File: config.mk
export PLATFORM = sky130hd
export DESIGN_NAME = lph_ctrl
export DESIGN_NICKNAME = d
export VERILOG_FILES = /design/src/rtl/lph_pkg.sv /design/src/rtl/lph_ctrl.sv
export SDC_FILE = /design/constraint.sdc
export NUM_CORES = 1
export LEC_CHECK = 0
export BUFFER_PORTS_ARGS = -buffer_cell sky130_fd_sc_hd__buf_4
export CORE_MARGIN = 4
export CORE_UTILIZATION = 50
export DETAILED_ROUTE_END_ITERATION = 16
export PLACE_DENSITY = 0.81
export SETUP_SLACK_MARGIN = 0.02
export SYNTH_ARGS = -nofsm -noshare
export SYNTH_HDL_FRONTEND = slang
export SYNTH_SLANG_ARGS = --single-unit
File: constraint.sdc
create_clock -name clock -period 2.3 [get_ports clock]
set_input_delay 0.575 -clock clock [delete_from_list [all_inputs] [get_ports clock]]
set_output_delay 0.575 -clock clock [all_outputs]
set_load 0.005 [all_outputs]
File: src/rtl/lph_pkg.sv
// Shared types and constants of the linear-probe hash table.
`default_nettype none
package lph_pkg;

   localparam logic [31:0] HASH_MUL   = 32'h045d_9f3b;
   localparam int          HASH_SHIFT = 16;
   localparam logic [31:0] VACANT_KEY = 32'd0;

   typedef enum logic [1:0] {
      MODE_LOOKUP = 2'd0,
      MODE_INSERT = 2'd1,
      MODE_DELETE = 2'd2,
      MODE_NONE   = 2'd3
   } mode_type;

   typedef enum logic [1:0] {
      ST_OK   = 2'd0,
      ST_MISS = 2'd1,
      ST_FULL = 2'd2
   } status_type;

   typedef enum logic [1:0] {
      KIND_HIT  = 2'd0,
      KIND_DONE = 2'd1,
      KIND_MISS = 2'd2,
      KIND_FULL = 2'd3
   } kind_type;

   typedef struct packed {
      logic     latch_req;
      logic     hash_cand;
      logic     hash1;
      logic     hash2;
      logic     mod_start;
      logic     load_home;
      logic     mem_rd;
      logic     mark;
      logic     step;
      logic     start_del;
      logic     move;
      logic     free;
      logic     ins_wr;
      logic     upd_wr;
      logic     full;
      logic     clr_wr;
      logic     rsp_load;
      kind_type rsp_kind;
   } cmd_type;

   typedef struct packed {
      mode_type mode;
      logic     mod_done;
      logic     rd_valid;
      logic     rd_match;
      logic     n_full;
      logic     n_last;
      logic     do_move;
      logic     p_last;
      logic     rsp_free;
   } sts_type;

endpackage
`default_nettype wire

File: src/rtl/lph_ctrl.sv
// Controller: sequences clearing, hashing, probing, insertion, compaction and the result.
`default_nettype none
module lph_ctrl
   import lph_pkg::*;
(
   input  wire logic    clock,
   input  wire logic    reset,
   input  wire logic    req_valid,
   output logic         req_stall,
   output cmd_type      cmd,
   input  wire sts_type sts
);

   typedef enum logic [3:0] {
      S_CLEAR, S_IDLE, S_HASH1, S_HASH2, S_MODS, S_MODW, S_FREAD, S_FCHK,
      S_DREAD, S_DCHK, S_DH1, S_DH2, S_DMODS, S_DMODW, S_DMOVE, S_DFIN
   } state_type;

   state_type state_ff, state_in;
   kind_type  kind_ff, kind_in;
   logic      resp_ff, resp_in;

   assign req_stall = (state_ff != S_IDLE) || resp_ff;

   always_comb begin
      cmd          = '0;
      cmd.rsp_kind = kind_ff;
      state_in     = state_ff;
      kind_in      = kind_ff;
      resp_in      = resp_ff;
      if (resp_ff) begin
         if (sts.rsp_free) begin
            cmd.rsp_load = 1'b1;
            resp_in      = 1'b0;
         end
      end else begin
         unique case (state_ff)
            S_CLEAR: begin
               cmd.clr_wr = 1'b1;
               if (sts.p_last) begin
                  state_in = S_IDLE;
               end
            end
            S_IDLE: begin
               if (req_valid) begin
                  cmd.latch_req = 1'b1;
                  state_in      = S_HASH1;
               end
            end
            S_HASH1: begin
               if (sts.mode == MODE_NONE) begin
                  kind_in  = KIND_MISS;
                  resp_in  = 1'b1;
                  state_in = S_IDLE;
               end else begin
                  cmd.hash1 = 1'b1;
                  state_in  = S_HASH2;
               end
            end
            S_HASH2: begin
               cmd.hash2 = 1'b1;
               state_in  = S_MODS;
            end
            S_MODS: begin
               cmd.mod_start = 1'b1;
               state_in      = S_MODW;
            end
            S_MODW: begin
               if (sts.mod_done) begin
                  cmd.load_home = 1'b1;
                  state_in      = S_FREAD;
               end
            end
            S_FREAD: begin
               if (sts.n_full) begin
                  if (sts.mode == MODE_INSERT) begin
                     cmd.full = 1'b1;
                     kind_in  = KIND_FULL;
                  end else begin
                     kind_in = KIND_MISS;
                  end
                  resp_in  = 1'b1;
                  state_in = S_IDLE;
               end else begin
                  cmd.mem_rd = 1'b1;
                  state_in   = S_FCHK;
               end
            end
            S_FCHK: begin
               cmd.mark = 1'b1;
               if (!sts.rd_valid) begin
                  if (sts.mode == MODE_INSERT) begin
                     cmd.ins_wr = 1'b1;
                     kind_in    = KIND_DONE;
                  end else begin
                     kind_in = KIND_MISS;
                  end
                  resp_in  = 1'b1;
                  state_in = S_IDLE;
               end else if (sts.rd_match) begin
                  if (sts.mode == MODE_DELETE) begin
                     cmd.start_del = 1'b1;
                     kind_in       = KIND_DONE;
                     state_in      = S_DREAD;
                  end else begin
                     cmd.upd_wr = (sts.mode == MODE_INSERT);
                     kind_in    = (sts.mode == MODE_INSERT) ? KIND_DONE : KIND_HIT;
                     resp_in    = 1'b1;
                     state_in   = S_IDLE;
                  end
               end else begin
                  cmd.step = 1'b1;
                  state_in = S_FREAD;
               end
            end
            S_DREAD: begin
               if (sts.n_last) begin
                  state_in = S_DFIN;
               end else begin
                  cmd.mem_rd = 1'b1;
                  state_in   = S_DCHK;
               end
            end
            S_DCHK: begin
               state_in = sts.rd_valid ? S_DH1 : S_DFIN;
            end
            S_DH1: begin
               cmd.hash_cand = 1'b1;
               cmd.hash1     = 1'b1;
               state_in      = S_DH2;
            end
            S_DH2: begin
               cmd.hash2 = 1'b1;
               state_in  = S_DMODS;
            end
            S_DMODS: begin
               cmd.mod_start = 1'b1;
               state_in      = S_DMODW;
            end
            S_DMODW: begin
               if (sts.mod_done) begin
                  state_in = S_DMOVE;
               end
            end
            S_DMOVE: begin
               cmd.move = sts.do_move;
               cmd.step = 1'b1;
               state_in = S_DREAD;
            end
            S_DFIN: begin
               cmd.free = 1'b1;
               resp_in  = 1'b1;
               state_in = S_IDLE;
            end
            default: begin
               state_in = S_IDLE;
            end
         endcase
      end
   end

   always_ff @(posedge clock) begin
      if (reset) begin
         state_ff <= S_CLEAR;
         kind_ff  <= KIND_MISS;
         resp_ff  <= 1'b0;
      end else begin
         state_ff <= state_in;
         kind_ff  <= kind_in;
         resp_ff  <= resp_in;
      end
   end

   a_load_free: assert property (@(posedge clock) disable iff (reset)
      cmd.rsp_load |-> sts.rsp_free) else $error("result loaded over a pending transfer");
   a_mod_once: assert property (@(posedge clock) disable iff (reset)
      cmd.mod_start |=> !cmd.mod_start) else $error("remainder unit restarted");
   a_accept_busy: assert property (@(posedge clock) disable iff (reset)
      cmd.latch_req |=> req_stall) else $error("second request taken while busy");
   a_one_write: assert property (@(posedge clock) disable iff (reset)
      $countones({cmd.ins_wr, cmd.upd_wr, cmd.move, cmd.free, cmd.clr_wr}) <= 1)
      else $error("two slot writes in one cycle");

endmodule
`default_nettype wire

; ---- Word-level counts from Yosys, hierarchy flattened
; Cells that the tools add are included.
[word_totals]
ramBits = 0
latchBits = 0
register_bits = 7
n_memories = 0
romBits = 0
input_bits = 13
word_cells = 99
out_inout_bits = 20
[classes]
n_div = 0
reduce_logical = 7
addsub = 0
n_mul = 0
eq_ne = 26
bitwise_logic = 1
muxes = 62
n_shift = 0
n_lt_le_gt_ge = 0
[op_table]
columns = cell, count
row1 = $pmux W4 S16, 1
row2 = $mux W1, 37
row3 = $eq A4 B4 Y1 const B, 8
row4 = $mux W4, 7
row5 = $eq A4 B3 Y1 const B, 4
row6 = $mux W16, 1
row7 = $mux W2, 8
row8 = $ne A2 B2 Y1 const B, 6
row9 = $reduce_and A5 Y1, 2
row10 = $mux W3, 3
row11 = $eq A4 B2 Y1 const B, 2
row12 = $pmux W1 S2, 3
row13 = $pmux W2 S3, 1
row14 = $eq A2 B2 Y1 const B, 2
row15 = $eq A4 B1 Y1 const B, 1
row16 = $logic_not A4 Y1, 1
row17 = $ne A4 B1 Y1 const B, 1
row18 = $pmux W1 S4, 1
row19 = $reduce_or A2 Y1, 2
row20 = $ne A3 B3 Y1 const B, 1
row21 = $reduce_bool A3 Y1, 1
row22 = $eq A2 B1 Y1 const B, 1
row23 = $logic_or A1 B1 Y1, 1
row24 = $not A1 Y1, 1

; ---- Logic depth before layout (Yosys ltp)
; Gate-level depths: netlist of run 1.
[logic_depth]
depth_word = 6
ltp_mapped = 6
depth_no_buf = 6

; ---- Worst setup path after synthesis of run 1
; OpenSTA, ideal clock, no wires.
[synth_path]
kind = in2out
startpoint = input port sts[8] (netlist name)
endpoint = output port cmd[16] (netlist name)
path_slack_ns = 0.605
n_path_buf = 0
arrival_ns = 1.120
stages = 3
t_required_ns = 1.725
cell_sequence = ha_1 -> nor2b_1 -> nor4_1
[synth_rtl]
columns = item, line_no
row1 = start: declaration, lph_ctrl.sv:11  ; input wire sts_type sts
row2 = end: declaration, lph_ctrl.sv:10  ; output cmd_type cmd,

==> results of run 1 <==
==> worst max path at each step <==
stage          slack, ns   startpoint      end  cells past startpoint
2_1_floorplan       0.61       sts[8]  cmd[16]                      3
3_3_place_gp        0.35       sts[8]  cmd[16]                      5
3_5_place_dp        0.30       sts[8]  cmd[16]                      5
4_1_cts             0.09  state_ff[3]   cmd[9]                      4
5_1_grt             0.07  state_ff[1]   cmd[6]                      5
6_report            0.13  state_ff[1]   cmd[9]                      4
==> area by class of cell <==
cell class              instances  area (um^2)  share of cell area
multi-input cells              90          584               0.545
repair buffers                 36          270               0.252
flip-flops and latches          7          141               0.132
inverters                       8         30.0              0.0280
clock buffers                   4         26.3              0.0245
well taps                      16         20.0              0.0187
==> critical path, cell delays in order, from the launching register on <==
cell and delay [ns]:
dfxtp_1 0.48, nand2_1 0.20, nor3_2 0.29, and4_1 0.26, buf_4 0.12
==> sequential cells by signal, indices dropped and copies added, names as in the netlist <==
name and count:
kind_ff 2, resp_ff 1, state_ff 4
==> stage by stage <==
step           hold WS (ns)   util
3_5_place_dp          0.472  0.694
6_report              0.479  0.712
3_3_place_gp          0.457  0.694
2_1_floorplan         0.460      -
5_1_grt               0.495  0.712
4_1_cts               0.479  0.711
==> repair_timing <==
| item | CTS | global route |
|---|---|---|
| endpoints found under the hold margin | 0 | 0 |
| endpoints found under the setup margin | 0 | 6 |
| buffers inserted | 0 | 0 |
| gates resized for setup | 0 | 1 |
==> per-layer routing <==
metal / track usage / part of all wire / wire length [um]
met1: 0.256 / 0.42 / 982
met2: 0.398 / 0.52 / 1220
met3: 0.0677 / 0.061 / 143
met4: 0.0269 / 0 / 0
met5: 0 / 0 / 0
==> cell families after synthesis <==
| family | Yosys count |
|---|---|
| mux | 2 |
| simple gates | 54 |
| fa+ha+maj | 3 |
| flops | 7 |
| buf+inv | 16 |
| compound gates | 31 |
==> synthesized netlist by cell type, drive strengths merged (2+ instances only) <==
library cell   n  area share
nor2          14       0.066
nand2         10       0.047
inv            8       0.038
dfxtp          7        0.18
o21ai          7       0.044
buf            6       0.045
a21oi          5       0.031
nand2b         5       0.039
nor3           4       0.031
a31oi          3       0.024
and3           3       0.024
ha             3       0.047
nand3b         3       0.044
a211oi         2       0.019
a21o           2       0.019
and2           2       0.016
and4           2       0.022
clkbuf         2      0.0094
nor2b          2       0.016
nor4           2       0.016
o21a           2       0.019
==> power breakdown <==
part	internal, W	total [W]	switching [W]
Clock	0.0000659	0.000107	0.0000410
Sequential	0.000124	0.000131	0.00000634
Combinational	0.0000504	0.000100	0.0000496
==> results.md, run 1 <==
- PortBufs: 32
- Hold_sp: kind_ff[0]
- Compound-Gate Fraction of Synth Area: 0.268
- TritonCTS clock tree: built
- Die Wd: 48.0 um
- Synth Area in Simple Gates: 0.390
- Vias per inst: between 5 and 6
- Largest net degree at the start of global routing: 19
- First-pass DRT Iterations: 4
- Syn_area_per_cell: 7.06 um^2
- Final nets: 162
- Setup slack, reg-to-reg: 0.58 ns
- Post-synthesis cell count: 113
- Pwr per Cell Area: 315 nW/um^2
- Final Wtd Congestion: about 0.84
- Routed WL: 2340 um
- Commonest cells after routing, fill and taps aside: buf_4, nor2_1, nand2_1, inv_1, o21ai_0
- WHS Endpoint: kind_ff[0]
- Avg WL per Cell: 14.5 um
- Top-Level Pins: 33
- Leak: 0.539 nW
- Num CTS Buffers: 3
- Endpoints failing setup: 0
- Most common cell after layout, fill and taps aside: buf_4
- Post-Syn Nets: between 100 and 150
- Seq cells post-synth: 7
- Initial DRC count: 32
- Period utilization: 0.941
- Cells after DPL: 157
- Post-synth ARST share: 0
- Fmax: about 460 MHz
- Die Area: about 2300 um^2
- Vias in the first global route: 863
- Clock transition at path regs: roughly 0.050 ns
- Design Area, Final: between 1000 and 1500 um^2
- Actual slew at the worst max-slew pin: 0.559 ns
- Placed cell areas: approximately 1000 um^2
- Antenna violations before repair: 0
- Number of synthesized flops with an enable pin: 0
- CP Data Arrival Time: ~1.6 ns
- Fill count: around 150
- GR Overflow Total: 0
- Setup crit end kind: output pin
- Max-cap viol count: 0
- Hold Path Stages: 2
- Crit path launch type: flip-flop
- Row count: 14
- Reg2reg path depth: 5
- Final ANT Viol Nets: 0
- RSZ-0062 raised after global routing: false
- Layout cells sized above 1: 0.310
- Critical Path RT: 1.73 ns
- Mux cell area share after synthesis: 0.0266
- Largest family of logic cells by synthesized area: simple AND/OR/NAND/NOR gates
- Final hold vios: 0
- Final WS setup: 0.135 ns
- H-tree levels: 1
- Final Max Slew Viols: 0
- Root Driver: clkbuf_4
- Worst R2R End: state_ff[1]
- Number of inserted diodes: 0
- Xor and xnor area share after synthesis: 0
- Sequential share of the synthesized area: 0.176
- Total GRT Usage: 0.219
- Final std cells w/o fill: 161
- Cell Area, Synth: 798 um^2
- Setup TNS Final: 0 ns
- Tightest Hold Check Type: reg -> reg
- Status: finished, final reports clean
- Reg2Reg Launch Point: state_ff[0]
- Top FF cell, synth: dfxtp_1
- Yosys cell types: 43
- Setup CP Type: reg -> out
- Crit Path Max Fanout: 9
- Rel. slew slack: 0.627
- DP Worst Slack: 0.298 ns
- DR DRC count: 0
- Worst ir drop on vdd: 0.000385 V
- Adder-cell share of the synthesized area: 0.0470
- Dpl hpwl: 1860 um
- Syn-to-layout area delta: 34.3%
- Initial Util: 0.530
- Period minus WS final: 2.17 ns
- Global-route wire length before repair: 3620 um
- Warnings from Yosys: 0
- Core outline area: 1510 um^2
- Clk_lat worst skew: approximately 0.25 ns
- Clock Path Buffers: 2
- Hold bufs inserted after CTS: 0
- Setup Skew: roughly 0.0029 ns
- Die Height: between 40 and 50 um
- Vias: 947
- Total power draw: 0.000338 W
- CTS Sinks: 7
Note: power is estimated with default switching activity, not from simulation.
==> run 2, diff against run 1 <==
Settings changed: CORE_MARGIN 4 to 1.5, RECOVER_POWER set to 100.
==> results.md, run 2 (synthesized netlist as in run 1, its figures left out) <==
- PortBufs: 32
- DR DRC count: 0
- Layout cells sized above 1: 0.303
- TritonCTS clock tree: built
- Routed WL: 2240 um
- Hold bufs inserted after CTS: 0
- Initial DRC count: 27
- Largest net degree at the start of global routing: 17
- Vias in the first global route: ~850
- Multi-input logic area: 584 um^2
- Final nets: 162
- Tightest Hold Check Type: reg -> reg
- Die Area: roughly 1800 um^2
- Setup TNS Final: 0 ns
- Syn-to-layout area delta: 34.2%
- Dpl hpwl: 1720 um
- Leak: 0.532 nW
- Root Driver: clkbuf_4
- Cells resized by post-CTS repair: 0
- Pwr per Cell Area: ~320 nW/um^2
- GR Overflow Total: 0
- RSZ-0062 raised after global routing: false
- Setup Skew: 0.0113 ns
- Final Wtd Congestion: 0.813
- H-tree levels: 1
- Total GRT Usage: 0.265
- Vias: 953
- Final hold vios: 0
- Final std cells w/o fill: 161
- Cells after DPL: 157
- Final Max Slew Viols: 0
- First-pass DRT Iterations: 5
- Number of inserted diodes: 0
- Setup Buffers After CTS: 0
- Clock transition at path regs: 0.06 ns
- Largest regs: state_ff: 4 flops, kind_ff: 2 flops, resp_ff: 1 flops
- Max reg flops: 4
- Initial Util: 0.530
- Commonest cells after routing, fill and taps aside: buf_4, clkbuf_4, nor2_1, nand2_1, inv_1
- Most flop-heavy register: state_ff
- Antenna violations before repair: 0
- Sequential cell area: 140 um^2
- Setup CP Type: reg -> out
- Avg WL per Cell: between 10 and 15 um
- Most common cell after layout, fill and taps aside: buf_4
- Final ANT Viol Nets: 0
- Clock Path Buffers: 2
- CTS Sinks: 7
- Setup crit end kind: output pin
- Fill count: about 150
- Die Wd: 43.0 um
- Crit Path Max Fanout: 15
- Core outline area: 1510 um^2
- Top-Level Pins: 33
- Status: finished, final reports clean
- Period utilization: 0.917
- Global-route wire length before repair: 3790 um
- Critical Path RT: 1.73 ns
- Die Height: between 40 and 50 um
- Period minus WS final: approximately 2.1 ns
- Actual slew at the worst max-slew pin: ~0.55 ns
- Clk_lat worst skew: 0.26 ns
- Rel. slew slack: 0.635
- Fmax: 474 MHz
- Vias per inst: just under 6
- Max-cap viol count: 0
- CP Data Arrival Time: 1.53 ns
- Crit path launch type: flip-flop
- Worst ir drop on vdd: around 0.00032 V
- Row count: 14
- Num CTS Buffers: 3
- Endpoints failing setup: 0
==> run 2: per-layer routing <==
layer,up-vias,GRT usage,share of wire
met1,433,0.343,0.42
li1,471,-,-
met5,-,0,0
met2,47,0.439,0.49
met3,2,0.0638,0.077
met4,0,0.0667,0.0089
==> run 2: final cells by class <==
class,count,share of cell area
clock buffer,4,0.0245
inverter,8,0.0280
multi-input combinational,90,0.546
sequential,7,0.131
tap,16,0.0187
timing repair buffer,36,0.252
==> run 2: stage by stage <==
| step | hold slack [ns] | total power (W) | instance area, um^2 | utilization | worst slack, ns |
|---|---|---|---|---|---|
| 6_report | 0.469 | 0.000342 | 1070 | 0.711 | 0.190 |
| 5_1_grt | 0.514 | 0.000364 | 1070 | 0.711 | 0.0601 |
| 4_1_cts | 0.471 | 0.000344 | 1070 | 0.711 | 0.203 |
| 3_5_place_dp | 0.466 | 0.000229 | 1040 | 0.694 | 0.340 |
| 3_3_place_gp | 0.456 | 0.000227 | 1040 | 0.694 | 0.356 |
| 2_1_floorplan | 0.460 | 0.000188 | 798 | - | 0.605 |
==> run 2: worst paths after layout <==
check	start	end	slack (ns)	depth (start not counted)
worst max-delay path	state_ff[0]	cmd[10]	0.19	5
worst min-delay path	kind_ff[0]	kind_ff[0]	0.47	2
worst max register to register	state_ff[0]	state_ff[1]	0.56	5
worst min register to register	kind_ff[0]	kind_ff[0]	0.47	2
==> run 2: worst max-delay path, cell delays in order (launching register included) <==
cell and delay, ns:
dfxtp_1 0.51, buf_4 0.26, nand2b_1 0.14, o21ai_0 0.08, and2_0 0.16, buf_4 0.13
==> run 2: power by group <==
group | total [W] | switching (W) | internal (W)
combinational | 0.0000969 | 0.0000476 | 0.0000493
sequential | 0.000130 | 0.00000614 | 0.000124
clock | 0.000115 | 0.0000487 | 0.0000665
